[src/hdl/sha_pkg.sv]
// ----------------------------------------------------------------------------
// sha_pkg
// Shared constants, types and round functions for the SHA-256 message hash.
// ----------------------------------------------------------------------------
package sha_pkg;

    localparam int KIND_W  = 2;
    localparam int BYTE_W  = 8;
    localparam int WORD_W  = 32;
    localparam int IDX_W   = 3;
    localparam int FILL_W  = 6;
    localparam int ROUND_W = 6;
    localparam int LEN_W   = 64;
    localparam int NUM_H   = 8;

    // Item kinds
    localparam logic [KIND_W-1:0] KIND_DATA = 2'd0;
    localparam logic [KIND_W-1:0] KIND_LAST = 2'd1;
    localparam logic [KIND_W-1:0] KIND_END  = 2'd2;

    // Byte source for the block shift line
    localparam logic [1:0] BSRC_DATA = 2'd0;
    localparam logic [1:0] BSRC_MARK = 2'd1;
    localparam logic [1:0] BSRC_ZERO = 2'd2;
    localparam logic [1:0] BSRC_LEN  = 2'd3;

    localparam logic [BYTE_W-1:0]  PAD_MARK  = 8'h80;
    localparam logic [FILL_W-1:0]  FILL_LAST = 6'd63;
    localparam logic [FILL_W-1:0]  LEN_POS   = 6'd56;
    localparam logic [ROUND_W-1:0] ROUND_LAST = 6'd63;
    localparam logic [IDX_W-1:0]   IDX_LAST  = 3'd7;
    localparam logic [LEN_W-1:0]   BYTE_BITS = 64'd8;

    typedef struct packed {
        logic               shift_en;
        logic [1:0]         byte_src;
        logic               count_en;
        logic               load_work;
        logic               round_en;
        logic [ROUND_W-1:0] round_idx;
        logic               update_en;
        logic               final_en;
    } sha_cmd_t;

    typedef struct packed {
        logic [FILL_W-1:0] fill;
        logic              out_busy;
    } sha_sts_t;

    function automatic logic [WORD_W-1:0] ror(input logic [WORD_W-1:0] x,
                                              input int unsigned n);
        return (x >> n) | (x << (WORD_W - n));
    endfunction

    function automatic logic [WORD_W-1:0] bsig0(input logic [WORD_W-1:0] x);
        return ror(x, 2) ^ ror(x, 13) ^ ror(x, 22);
    endfunction

    function automatic logic [WORD_W-1:0] bsig1(input logic [WORD_W-1:0] x);
        return ror(x, 6) ^ ror(x, 11) ^ ror(x, 25);
    endfunction

    function automatic logic [WORD_W-1:0] ssig0(input logic [WORD_W-1:0] x);
        return ror(x, 7) ^ ror(x, 18) ^ (x >> 3);
    endfunction

    function automatic logic [WORD_W-1:0] ssig1(input logic [WORD_W-1:0] x);
        return ror(x, 17) ^ ror(x, 19) ^ (x >> 10);
    endfunction

    function automatic logic [WORD_W-1:0] init_h(input logic [IDX_W-1:0] i);
        logic [WORD_W-1:0] r;
        case (i)
            3'd0:    r = 32'h6a09e667;
            3'd1:    r = 32'hbb67ae85;
            3'd2:    r = 32'h3c6ef372;
            3'd3:    r = 32'ha54ff53a;
            3'd4:    r = 32'h510e527f;
            3'd5:    r = 32'h9b05688c;
            3'd6:    r = 32'h1f83d9ab;
            default: r = 32'h5be0cd19;
        endcase
        return r;
    endfunction

    function automatic logic [WORD_W-1:0] round_k(input logic [ROUND_W-1:0] i);
        logic [WORD_W-1:0] r;
        case (i)
            6'd0:  r = 32'h428a2f98;  6'd1:  r = 32'h71374491;
            6'd2:  r = 32'hb5c0fbcf;  6'd3:  r = 32'he9b5dba5;
            6'd4:  r = 32'h3956c25b;  6'd5:  r = 32'h59f111f1;
            6'd6:  r = 32'h923f82a4;  6'd7:  r = 32'hab1c5ed5;
            6'd8:  r = 32'hd807aa98;  6'd9:  r = 32'h12835b01;
            6'd10: r = 32'h243185be;  6'd11: r = 32'h550c7dc3;
            6'd12: r = 32'h72be5d74;  6'd13: r = 32'h80deb1fe;
            6'd14: r = 32'h9bdc06a7;  6'd15: r = 32'hc19bf174;
            6'd16: r = 32'he49b69c1;  6'd17: r = 32'hefbe4786;
            6'd18: r = 32'h0fc19dc6;  6'd19: r = 32'h240ca1cc;
            6'd20: r = 32'h2de92c6f;  6'd21: r = 32'h4a7484aa;
            6'd22: r = 32'h5cb0a9dc;  6'd23: r = 32'h76f988da;
            6'd24: r = 32'h983e5152;  6'd25: r = 32'ha831c66d;
            6'd26: r = 32'hb00327c8;  6'd27: r = 32'hbf597fc7;
            6'd28: r = 32'hc6e00bf3;  6'd29: r = 32'hd5a79147;
            6'd30: r = 32'h06ca6351;  6'd31: r = 32'h14292967;
            6'd32: r = 32'h27b70a85;  6'd33: r = 32'h2e1b2138;
            6'd34: r = 32'h4d2c6dfc;  6'd35: r = 32'h53380d13;
            6'd36: r = 32'h650a7354;  6'd37: r = 32'h766a0abb;
            6'd38: r = 32'h81c2c92e;  6'd39: r = 32'h92722c85;
            6'd40: r = 32'ha2bfe8a1;  6'd41: r = 32'ha81a664b;
            6'd42: r = 32'hc24b8b70;  6'd43: r = 32'hc76c51a3;
            6'd44: r = 32'hd192e819;  6'd45: r = 32'hd6990624;
            6'd46: r = 32'hf40e3585;  6'd47: r = 32'h106aa070;
            6'd48: r = 32'h19a4c116;  6'd49: r = 32'h1e376c08;
            6'd50: r = 32'h2748774c;  6'd51: r = 32'h34b0bcb5;
            6'd52: r = 32'h391c0cb3;  6'd53: r = 32'h4ed8aa4a;
            6'd54: r = 32'h5b9cca4f;  6'd55: r = 32'h682e6ff3;
            6'd56: r = 32'h748f82ee;  6'd57: r = 32'h78a5636f;
            6'd58: r = 32'h84c87814;  6'd59: r = 32'h8cc70208;
            6'd60: r = 32'h90befffa;  6'd61: r = 32'ha4506ceb;
            6'd62: r = 32'hbef9a3f7;
            default: r = 32'hc67178f2;
        endcase
        return r;
    endfunction

endpackage

[src/hdl/sha_in_if.sv]
// ----------------------------------------------------------------------------
// sha_in_if
// Message byte channel: valid/ready with kind and data byte.
// ----------------------------------------------------------------------------
interface sha_in_if;
    import sha_pkg::*;

    logic              valid;
    logic              ready;
    logic [KIND_W-1:0] kind;
    logic [BYTE_W-1:0] data_byte;

    modport source (output valid, output kind, output data_byte, input ready);
    modport sink   (input valid, input kind, input data_byte, output ready);
endinterface

[src/hdl/sha_out_if.sv]
// ----------------------------------------------------------------------------
// sha_out_if
// Digest word channel: valid/ready with word, index and last flag.
// ----------------------------------------------------------------------------
interface sha_out_if;
    import sha_pkg::*;

    logic              valid;
    logic              ready;
    logic [WORD_W-1:0] digest_word;
    logic [IDX_W-1:0]  word_index;
    logic              last_word;

    modport source (output valid, output digest_word, output word_index,
                    output last_word, input ready);
    modport sink   (input valid, input digest_word, input word_index,
                    input last_word, output ready);
endinterface

[src/hdl/sha_datapath.sv]
// ----------------------------------------------------------------------------
// sha_datapath
// Block shift line doubling as the message schedule window, round unit,
// chaining words, bit counter and the digest bank that drains to the output.
// ----------------------------------------------------------------------------
module sha_datapath
(
    input  logic                      clk,
    input  logic                      rst_n,
    input  sha_pkg::sha_cmd_t         cmd,
    input  logic [sha_pkg::BYTE_W-1:0] data_byte,
    output sha_pkg::sha_sts_t         sts,
    sha_out_if.source                 digest
);
    import sha_pkg::*;

    localparam int BLK_W = 16 * WORD_W;

    logic [BLK_W-1:0]  win_reg;
    logic [WORD_W-1:0] hash_reg [NUM_H];
    logic [WORD_W-1:0] work_reg [NUM_H];
    logic [WORD_W-1:0] dig_reg  [NUM_H];
    logic [FILL_W-1:0] fill_reg;
    logic [LEN_W-1:0]  bitcnt_reg;
    logic              busy_reg;
    logic [IDX_W-1:0]  idx_reg;

    logic [BYTE_W-1:0] byte_in;
    logic [LEN_W-1:0]  len_sh;
    logic [WORD_W-1:0] w0, w1, w9, w14, w_new;
    logic [WORD_W-1:0] t1, t2, ch, maj;

    // Length bytes go out most significant first at positions 56..63
    assign len_sh = bitcnt_reg >> {~fill_reg[2:0], 3'b000};

    always_comb
    begin
        case (cmd.byte_src)
            BSRC_DATA: byte_in = data_byte;
            BSRC_MARK: byte_in = PAD_MARK;
            BSRC_LEN:  byte_in = len_sh[BYTE_W-1:0];
            default:   byte_in = '0;
        endcase
    end

    assign w0  = win_reg[BLK_W-1 -: WORD_W];
    assign w1  = win_reg[BLK_W-1-WORD_W -: WORD_W];
    assign w9  = win_reg[BLK_W-1-9*WORD_W -: WORD_W];
    assign w14 = win_reg[BLK_W-1-14*WORD_W -: WORD_W];
    assign w_new = ssig1(w14) + w9 + ssig0(w1) + w0;

    always_comb
    begin
        ch  = (work_reg[4] & work_reg[5]) ^ (~work_reg[4] & work_reg[6]);
        maj = (work_reg[0] & work_reg[1]) ^ (work_reg[0] & work_reg[2])
            ^ (work_reg[1] & work_reg[2]);
        t1  = work_reg[7] + bsig1(work_reg[4]) + ch + round_k(cmd.round_idx) + w0;
        t2  = bsig0(work_reg[0]) + maj;
    end

    always_ff @(posedge clk)
    begin
        if (cmd.shift_en)
        begin
            win_reg <= {win_reg[BLK_W-BYTE_W-1:0], byte_in};
        end
        else if (cmd.round_en)
        begin
            win_reg <= {win_reg[BLK_W-WORD_W-1:0], w_new};
        end
    end

    always_ff @(posedge clk)
    begin
        if (cmd.load_work)
        begin
            for (int k = 0; k < NUM_H; k++)
            begin
                work_reg[k] <= hash_reg[k];
            end
        end
        else if (cmd.round_en)
        begin
            work_reg[0] <= t1 + t2;
            work_reg[1] <= work_reg[0];
            work_reg[2] <= work_reg[1];
            work_reg[3] <= work_reg[2];
            work_reg[4] <= work_reg[3] + t1;
            work_reg[5] <= work_reg[4];
            work_reg[6] <= work_reg[5];
            work_reg[7] <= work_reg[6];
        end
    end

    always_ff @(posedge clk)
    begin
        if (cmd.final_en)
        begin
            for (int k = 0; k < NUM_H; k++)
            begin
                dig_reg[k] <= hash_reg[k] + work_reg[k];
            end
        end
    end

    always_ff @(posedge clk or negedge rst_n)
    begin
        if (!rst_n)
        begin
            for (int k = 0; k < NUM_H; k++)
            begin
                hash_reg[k] <= init_h(IDX_W'(k));
            end
            fill_reg   <= '0;
            bitcnt_reg <= '0;
            busy_reg   <= 1'b0;
            idx_reg    <= '0;
        end
        else
        begin
            if (cmd.shift_en)
            begin
                fill_reg <= fill_reg + 1'b1;
            end
            if (cmd.count_en)
            begin
                bitcnt_reg <= bitcnt_reg + BYTE_BITS;
            end
            if (cmd.update_en)
            begin
                for (int k = 0; k < NUM_H; k++)
                begin
                    hash_reg[k] <= hash_reg[k] + work_reg[k];
                end
            end
            if (cmd.final_en)
            begin
                // restart the chain for the next message
                for (int k = 0; k < NUM_H; k++)
                begin
                    hash_reg[k] <= init_h(IDX_W'(k));
                end
                bitcnt_reg <= '0;
                busy_reg   <= 1'b1;
                idx_reg    <= '0;
            end
            else if (digest.valid && digest.ready)
            begin
                idx_reg <= idx_reg + 1'b1;
                if (idx_reg == IDX_LAST)
                begin
                    busy_reg <= 1'b0;
                end
            end
        end
    end

    assign digest.valid       = busy_reg;
    assign digest.digest_word = dig_reg[idx_reg];
    assign digest.word_index  = idx_reg;
    assign digest.last_word   = (idx_reg == IDX_LAST);

    assign sts.fill     = fill_reg;
    assign sts.out_busy = busy_reg;

endmodule

[src/hdl/sha_ctrl.sv]
// ----------------------------------------------------------------------------
// sha_ctrl
// Sequencer: byte intake, padding, 64 compression rounds, chaining update
// and hand-off of the digest to the output bank.
// ----------------------------------------------------------------------------
module sha_ctrl
(
    input  logic                      clk,
    input  logic                      rst_n,
    input  logic                      in_valid,
    input  logic [sha_pkg::KIND_W-1:0] in_kind,
    output logic                      in_ready,
    input  sha_pkg::sha_sts_t         sts,
    output sha_pkg::sha_cmd_t         cmd
);
    import sha_pkg::*;

    localparam logic [1:0] ST_IDLE   = 2'd0;
    localparam logic [1:0] ST_PAD    = 2'd1;
    localparam logic [1:0] ST_ROUND  = 2'd2;
    localparam logic [1:0] ST_UPDATE = 2'd3;

    logic [1:0]         state_reg,  state_next;
    logic [ROUND_W-1:0] round_reg,  round_next;
    logic               pad_reg,    pad_next;
    logic               mark_reg,   mark_next;
    logic               lenok_reg,  lenok_next;
    logic               block_full;

    assign block_full = (sts.fill == FILL_LAST);
    assign in_ready   = (state_reg == ST_IDLE);

    always_comb
    begin
        state_next = state_reg;
        round_next = round_reg;
        pad_next   = pad_reg;
        mark_next  = mark_reg;
        lenok_next = lenok_reg;
        cmd        = '0;
        cmd.round_idx = round_reg;

        case (state_reg)
            ST_IDLE:
            begin
                if (in_valid)
                begin
                    case (in_kind)
                        KIND_DATA, KIND_LAST:
                        begin
                            cmd.shift_en = 1'b1;
                            cmd.byte_src = BSRC_DATA;
                            cmd.count_en = 1'b1;
                            if (in_kind == KIND_LAST)
                            begin
                                pad_next   = 1'b1;
                                state_next = ST_PAD;
                            end
                            if (block_full)
                            begin
                                cmd.load_work = 1'b1;
                                round_next    = '0;
                                state_next    = ST_ROUND;
                            end
                        end
                        KIND_END:
                        begin
                            pad_next   = 1'b1;
                            state_next = ST_PAD;
                        end
                        default:
                        begin
                            // drop unused kind
                            state_next = ST_IDLE;
                        end
                    endcase
                end
            end
            ST_PAD:
            begin
                cmd.shift_en = 1'b1;
                if (!mark_reg)
                begin
                    cmd.byte_src = BSRC_MARK;
                    mark_next    = 1'b1;
                    // length fits in this block only if the mark lands before it
                    if (sts.fill < LEN_POS)
                    begin
                        lenok_next = 1'b1;
                    end
                end
                else if (lenok_reg && sts.fill >= LEN_POS)
                begin
                    cmd.byte_src = BSRC_LEN;
                end
                else
                begin
                    cmd.byte_src = BSRC_ZERO;
                end
                if (block_full)
                begin
                    cmd.load_work = 1'b1;
                    round_next    = '0;
                    state_next    = ST_ROUND;
                end
            end
            ST_ROUND:
            begin
                cmd.round_en = 1'b1;
                round_next   = round_reg + 1'b1;
                if (round_reg == ROUND_LAST)
                begin
                    state_next = ST_UPDATE;
                end
            end
            ST_UPDATE:
            begin
                if (pad_reg && lenok_reg)
                begin
                    // hold until the previous digest has drained
                    if (!sts.out_busy)
                    begin
                        cmd.final_en = 1'b1;
                        pad_next     = 1'b0;
                        mark_next    = 1'b0;
                        lenok_next   = 1'b0;
                        state_next   = ST_IDLE;
                    end
                end
                else
                begin
                    cmd.update_en = 1'b1;
                    if (pad_reg)
                    begin
                        if (mark_reg)
                        begin
                            lenok_next = 1'b1;
                        end
                        state_next = ST_PAD;
                    end
                    else
                    begin
                        state_next = ST_IDLE;
                    end
                end
            end
            default:
            begin
                state_next = ST_IDLE;
            end
        endcase
    end

    always_ff @(posedge clk or negedge rst_n)
    begin
        if (!rst_n)
        begin
            state_reg <= ST_IDLE;
            round_reg <= '0;
            pad_reg   <= 1'b0;
            mark_reg  <= 1'b0;
            lenok_reg <= 1'b0;
        end
        else
        begin
            state_reg <= state_next;
            round_reg <= round_next;
            pad_reg   <= pad_next;
            mark_reg  <= mark_next;
            lenok_reg <= lenok_next;
        end
    end

    a_round_end: assert property (@(posedge clk) disable iff (!rst_n)
        (state_reg == ST_ROUND && round_reg == ROUND_LAST) |=> state_reg == ST_UPDATE)
        else $error("round sequence did not end in update");

    a_final_free: assert property (@(posedge clk) disable iff (!rst_n)
        cmd.final_en |-> !sts.out_busy)
        else $error("digest bank overwritten while draining");

    a_lenok_mark: assert property (@(posedge clk) disable iff (!rst_n)
        lenok_reg |-> (mark_reg && pad_reg))
        else $error("length enabled before padding mark");

    a_pad_src: assert property (@(posedge clk) disable iff (!rst_n)
        (state_reg == ST_PAD) |-> (cmd.byte_src != BSRC_DATA))
        else $error("message byte shifted during padding");

    a_round_start: assert property (@(posedge clk) disable iff (!rst_n)
        cmd.load_work |=> (state_reg == ST_ROUND && round_reg == '0
                           && $past(sts.fill) == FILL_LAST))
        else $error("compression started on a partial block");

endmodule

[src/hdl/sha256_message_hash.sv]
// ----------------------------------------------------------------------------
// sha256_message_hash
// SHA-256 over a byte stream; emits the eight digest words per message.
//
//   channel | dir | payload                                | role
//   msg     | in  | kind[1:0], data_byte[7:0]              | message bytes / finish
//   digest  | out | digest_word[31:0], word_index[2:0], last_word | hash words
//
// Data bytes are taken while the sequencer is idle; the 64th byte of a block
// starts the rounds and the chaining update on the single shared round unit.
// Finish shifts padding one byte a cycle, pausing while a block compresses,
// and runs one or two compressions.
// Reset loads the initial hash words and clears the byte and bit counts.
// The digest drains from its own bank; the next message loads meanwhile, and
// only its final digest hand-off waits for the previous digest to drain.
// ----------------------------------------------------------------------------
module sha256_message_hash
(
    input  logic      clk,
    input  logic      rst_n,
    sha_in_if.sink    msg,
    sha_out_if.source digest
);
    import sha_pkg::*;

    sha_cmd_t cmd;
    sha_sts_t sts;

    sha_ctrl u_ctrl
    (
        .clk      (clk),
        .rst_n    (rst_n),
        .in_valid (msg.valid),
        .in_kind  (msg.kind),
        .in_ready (msg.ready),
        .sts      (sts),
        .cmd      (cmd)
    );

    sha_datapath u_datapath
    (
        .clk       (clk),
        .rst_n     (rst_n),
        .cmd       (cmd),
        .data_byte (msg.data_byte),
        .sts       (sts),
        .digest    (digest)
    );

endmodule

[src/flat_wrapper.sv]
// flat-port wrapper written by rule: the top's interface ports become plain ports
module sha256_message_hash_flat import sha_pkg::*;
  (clk, rst_n, msg_valid, msg_kind, msg_data_byte, msg_ready, digest_valid, digest_digest_word, digest_word_index, digest_last_word, digest_ready);
  sha_in_if msg_i ();
  sha_out_if digest_i ();
  input  logic clk;
  input  logic rst_n;
  input wire logic [$bits(msg_i.valid)-1:0] msg_valid;
  input wire logic [$bits(msg_i.kind)-1:0] msg_kind;
  input wire logic [$bits(msg_i.data_byte)-1:0] msg_data_byte;
  output wire logic [$bits(msg_i.ready)-1:0] msg_ready;
  output wire logic [$bits(digest_i.valid)-1:0] digest_valid;
  output wire logic [$bits(digest_i.digest_word)-1:0] digest_digest_word;
  output wire logic [$bits(digest_i.word_index)-1:0] digest_word_index;
  output wire logic [$bits(digest_i.last_word)-1:0] digest_last_word;
  input wire logic [$bits(digest_i.ready)-1:0] digest_ready;
  assign msg_i.valid = msg_valid;
  assign msg_i.kind = msg_kind;
  assign msg_i.data_byte = msg_data_byte;
  assign msg_ready = msg_i.ready;
  assign digest_valid = digest_i.valid;
  assign digest_digest_word = digest_i.digest_word;
  assign digest_word_index = digest_i.word_index;
  assign digest_last_word = digest_i.last_word;
  assign digest_i.ready = digest_ready;
  sha256_message_hash u_core (.clk(clk), .rst_n(rst_n), .msg(msg_i), .digest(digest_i));
endmodule
[config.mk]
export PLATFORM = sky130hd
export DESIGN_NAME = sha256_message_hash_flat
export DESIGN_NICKNAME = d
export VERILOG_FILES = /design/src/hdl/sha_pkg.sv /design/src/hdl/sha_in_if.sv /design/src/hdl/sha_out_if.sv /design/src/hdl/sha_datapath.sv /design/src/hdl/sha_ctrl.sv /design/src/hdl/sha256_message_hash.sv /design/src/flat_wrapper.sv
export SDC_FILE = /design/constraint.sdc
export NUM_CORES = 2
export LEC_CHECK = 0
export BUFFER_PORTS_ARGS = -buffer_cell sky130_fd_sc_hd__buf_2
export CAP_MARGIN = 20
export CORE_ASPECT_RATIO = 1.5
export CORE_MARGIN = 2
export CORE_UTILIZATION = 45
export DETAILED_ROUTE_END_ITERATION = 12
export SETUP_SLACK_MARGIN = 0.3
export SYNTH_ARGS = -nofsm -noshare
export SYNTH_HDL_FRONTEND = slang
export SYNTH_SLANG_ARGS = --single-unit
export TNS_END_PERCENT = 10
[constraint.sdc]
create_clock -name clk -period 12.91 [get_ports clk]
set_clock_uncertainty 0.05 [all_clocks]
set_input_delay 1.291 -clock clk [delete_from_list [all_inputs] [get_ports clk]]
set_output_delay 1.291 -clock clk [all_outputs]
set_load 0.03 [all_outputs]
==> metrics.md <==
| Metric | Value |
|---|---|
| Vias per cell | `about 5.8` |
| Max Slew Vio Count | `0` |
| Period Utilization, post-route | `~79%` |
| CTS H-tree lvls | `4` |
| Die area | `192000 sq um` |
| IO Pins | `52` |
| Synth Register Bits | `1362` |
| Max FFs per register | `512` |
| ANT nets after route | `0` |
| Top fanout value on the critical path | `21` |
| Worst Hold Class | `in -> async` |
| Initial DRC Count | `4822` |
| Fin crit period | `10.24 ns` |
| Gpl congestion | `~1` |
| Rel. slew slack | `18.1%` |
| All-Layer GR Usage | `29.5%` |
| Fin nets | `around 9000` |
| Cell taking the most area after synthesis | `edfxtp_1` |
| Syn_area_per_cell | `10.2 sq um` |
| Storage cell area | `39400 sq um` |
| Mapped cell area | `84700 sq um` |
| Most common cell in the netlist | `nand2_1` |
| Vias | `slightly above 60000` |
| Synth cell count leaders | `nand2_1 (1956), edfxtp_1 (1024), xnor2_1 (442)` |
| First-pass GRT wire length | `417000 microns` |
| First-pass detailed-route iteration total | `6` |
| Sink Count | `1362` |
| Most used DFF post-synth | `edfxtp_1` |
| # setup viols final | `0` |
| Remaining DRCs | `0` |
| Count of final hold-check violations | `0` |
| Synth area leaders | `edfxtp_1 (36%), nand2_1 (8.7%), dfrtp_1 (6.0%)` |
| DP HPWL | `210000 microns` |
| Top cell type's share of synthesized area | `36.3%` |
| Core area | `188000 sq um` |
| Rows | `195` |
| Slew @ Worst Pin | `1.22 ns` |
| Run status | `complete, no violations` |
| Clock Pin Slew Worst Setup and Hold Paths | `0.08 ns` |
| Initial Util | `45.2%` |
| Final core occ | `49.0%` |
| Setup bufs post-CTS | `0` |
| Area occupied by multi-input gates | `42200 sq um` |
| Setup slack at placement | `2.84 ns` |
| Clk root buf | `clkbuf_16` |
| Largest net degree at the start of global routing | `194` |
| Max-Cap Viols | `0` |
| Layout cell share with drive strength beyond 1 | `11.2%` |
| Fillers | `17225` |
| WP data required | `13.41 ns` |
| Worst-Skew Late Latency | `0.83 ns` |
| Critical Path End Type | `flip-flop` |
| CTS tree | `done` |
| Vias in the first global route | `64198` |
| Yosys warning total | `0` |
| Achievable Freq | `0.0977 GHz` |
| Layout area overhead | `8.62%` |
| Avg WL per Cell | `26.4 microns` |
| Number of flops mapped to enable cells by yosys | `1024` |
| Die Width | `between 300 and 400 microns` |
| Cts repair resizes | `0` |
| Post-synthesis sequential area ratio | `46.5%` |
| Number of buffers created by CTS | `~150` |
| Worst path max stage delay | `0.67 ns` |
| # hold bufs at CTS | `0` |
| CP startpoint kind | `flip-flop` |
| Synth unique cells | `106` |
| Critical path's slowest cell | `nor2_1` |
| Setup CP Type | `reg -> reg` |
| CTS Buffer Depth | `4` |
| Die Ht | `535 microns` |
| WP data arrival | `10.74 ns` |
| Syn nets | `8926` |
| Min setup slack post-route | `2.67 ns` |
| Cell mode on critical path | `inv_1` |
| Routed wire length | `around 280000 microns` |
| Family with the most delay on the worst path | `adder cells` |
| Async S/R FF share, synth | `24.8%` |
| Crit path buffers/inverters | `7` |
| Initial antenna violation count | `9` |
| Post-Syn Instances | `8318` |
| RSZ-0062 raised after global routing | `no` |
| I/O Buffers | `51` |
| Final setup TNS | `0 ns` |
| Reg-to-reg slack, setup | `2.67 ns` |
| Grt total ovfl | `0` |
==> layout by cell type (no fill, tap or decap), types with 199 or more instances in the layout <==
cell      count
ha_1        398
nand2_1    1951
inv_1       396
xor2_1      208
nand3_1     199
nor2_1      423
o21ai_0     381
a21oi_1     343
edfxtp_1   1024
mux2_2      270
xnor2_1     442
==> worst paths after layout <==
path | endpoint | cells after the start | from
worst max-delay path | u_core.u_datapath.work_reg[0][29] | 35 | u_core.u_ctrl.round_reg[1]
worst max register to register | u_core.u_datapath.work_reg[0][29] | 35 | u_core.u_ctrl.round_reg[1]
worst min register to register | u_core.u_datapath.fill_reg[5] | 1 | u_core.u_datapath.fill_reg[5]
worst min-delay path | u_core.u_datapath.hash_reg[63] | 1 | rst_n
max in group asynchronous | u_core.u_datapath.hash_reg[171] | 3 | rst_n
min in group clk | u_core.u_datapath.fill_reg[5] | 1 | u_core.u_datapath.fill_reg[5]
==> layer usage <==
| metal | vias to the layer above | global-route usage [%] | wire (microns) |
|---|---|---|---|
| met3 | 712 | 3.28 | 10400 |
| met2 | 1705 | 52.8 | 147000 |
| met1 | 31166 | 31.7 | 102000 |
| li1 | 28757 | - | - |
| met4 | 0 | 22.1 | 25400 |
| met5 | - | 0 | 0 |
==> stage by stage <==
| step | std cells | hold slack (ns) | instance area, sq um |
|---|---|---|---|
| 3_5_place_dp | 10480 | 0.417 | 87300 |
| 6_report | 10752 | 0.367 | 92000 |
| 2_1_floorplan | 8318 | 0.384 | 84700 |
| 5_1_grt | 10749 | 0.364 | 92000 |
| 3_3_place_gp | 10478 | 0.402 | 87300 |
| 4_1_cts | 10745 | 0.333 | 92000 |
==> layout make-up <==
cell class	count	share of cell area, %
multi-input combinational	6106	45.9
sequential	1362	42.8
clock buffer	202	4.49
tap	2462	3.35
inverter	403	1.65
timing repair buffer	150	1.26
clock inverter	63	0.560
antenna	4	0.0109
==> cells by family after synthesis <==
logic type	Yosys count	synth area share [%]
AO/OA/AOI/OAI	1510	11.7
multiplexers	395	6.31
buffers and inverters	850	3.80
AND/OR/NAND/NOR	2953	14.5
adder cells (fa/ha/maj)	598	10.5
flip-flops	1362	46.5
XOR/XNOR	650	6.72
Power is left out: the tool's default activity adds up to more than one toggle a clock period on the data nets, which glitch-free logic cannot reach.
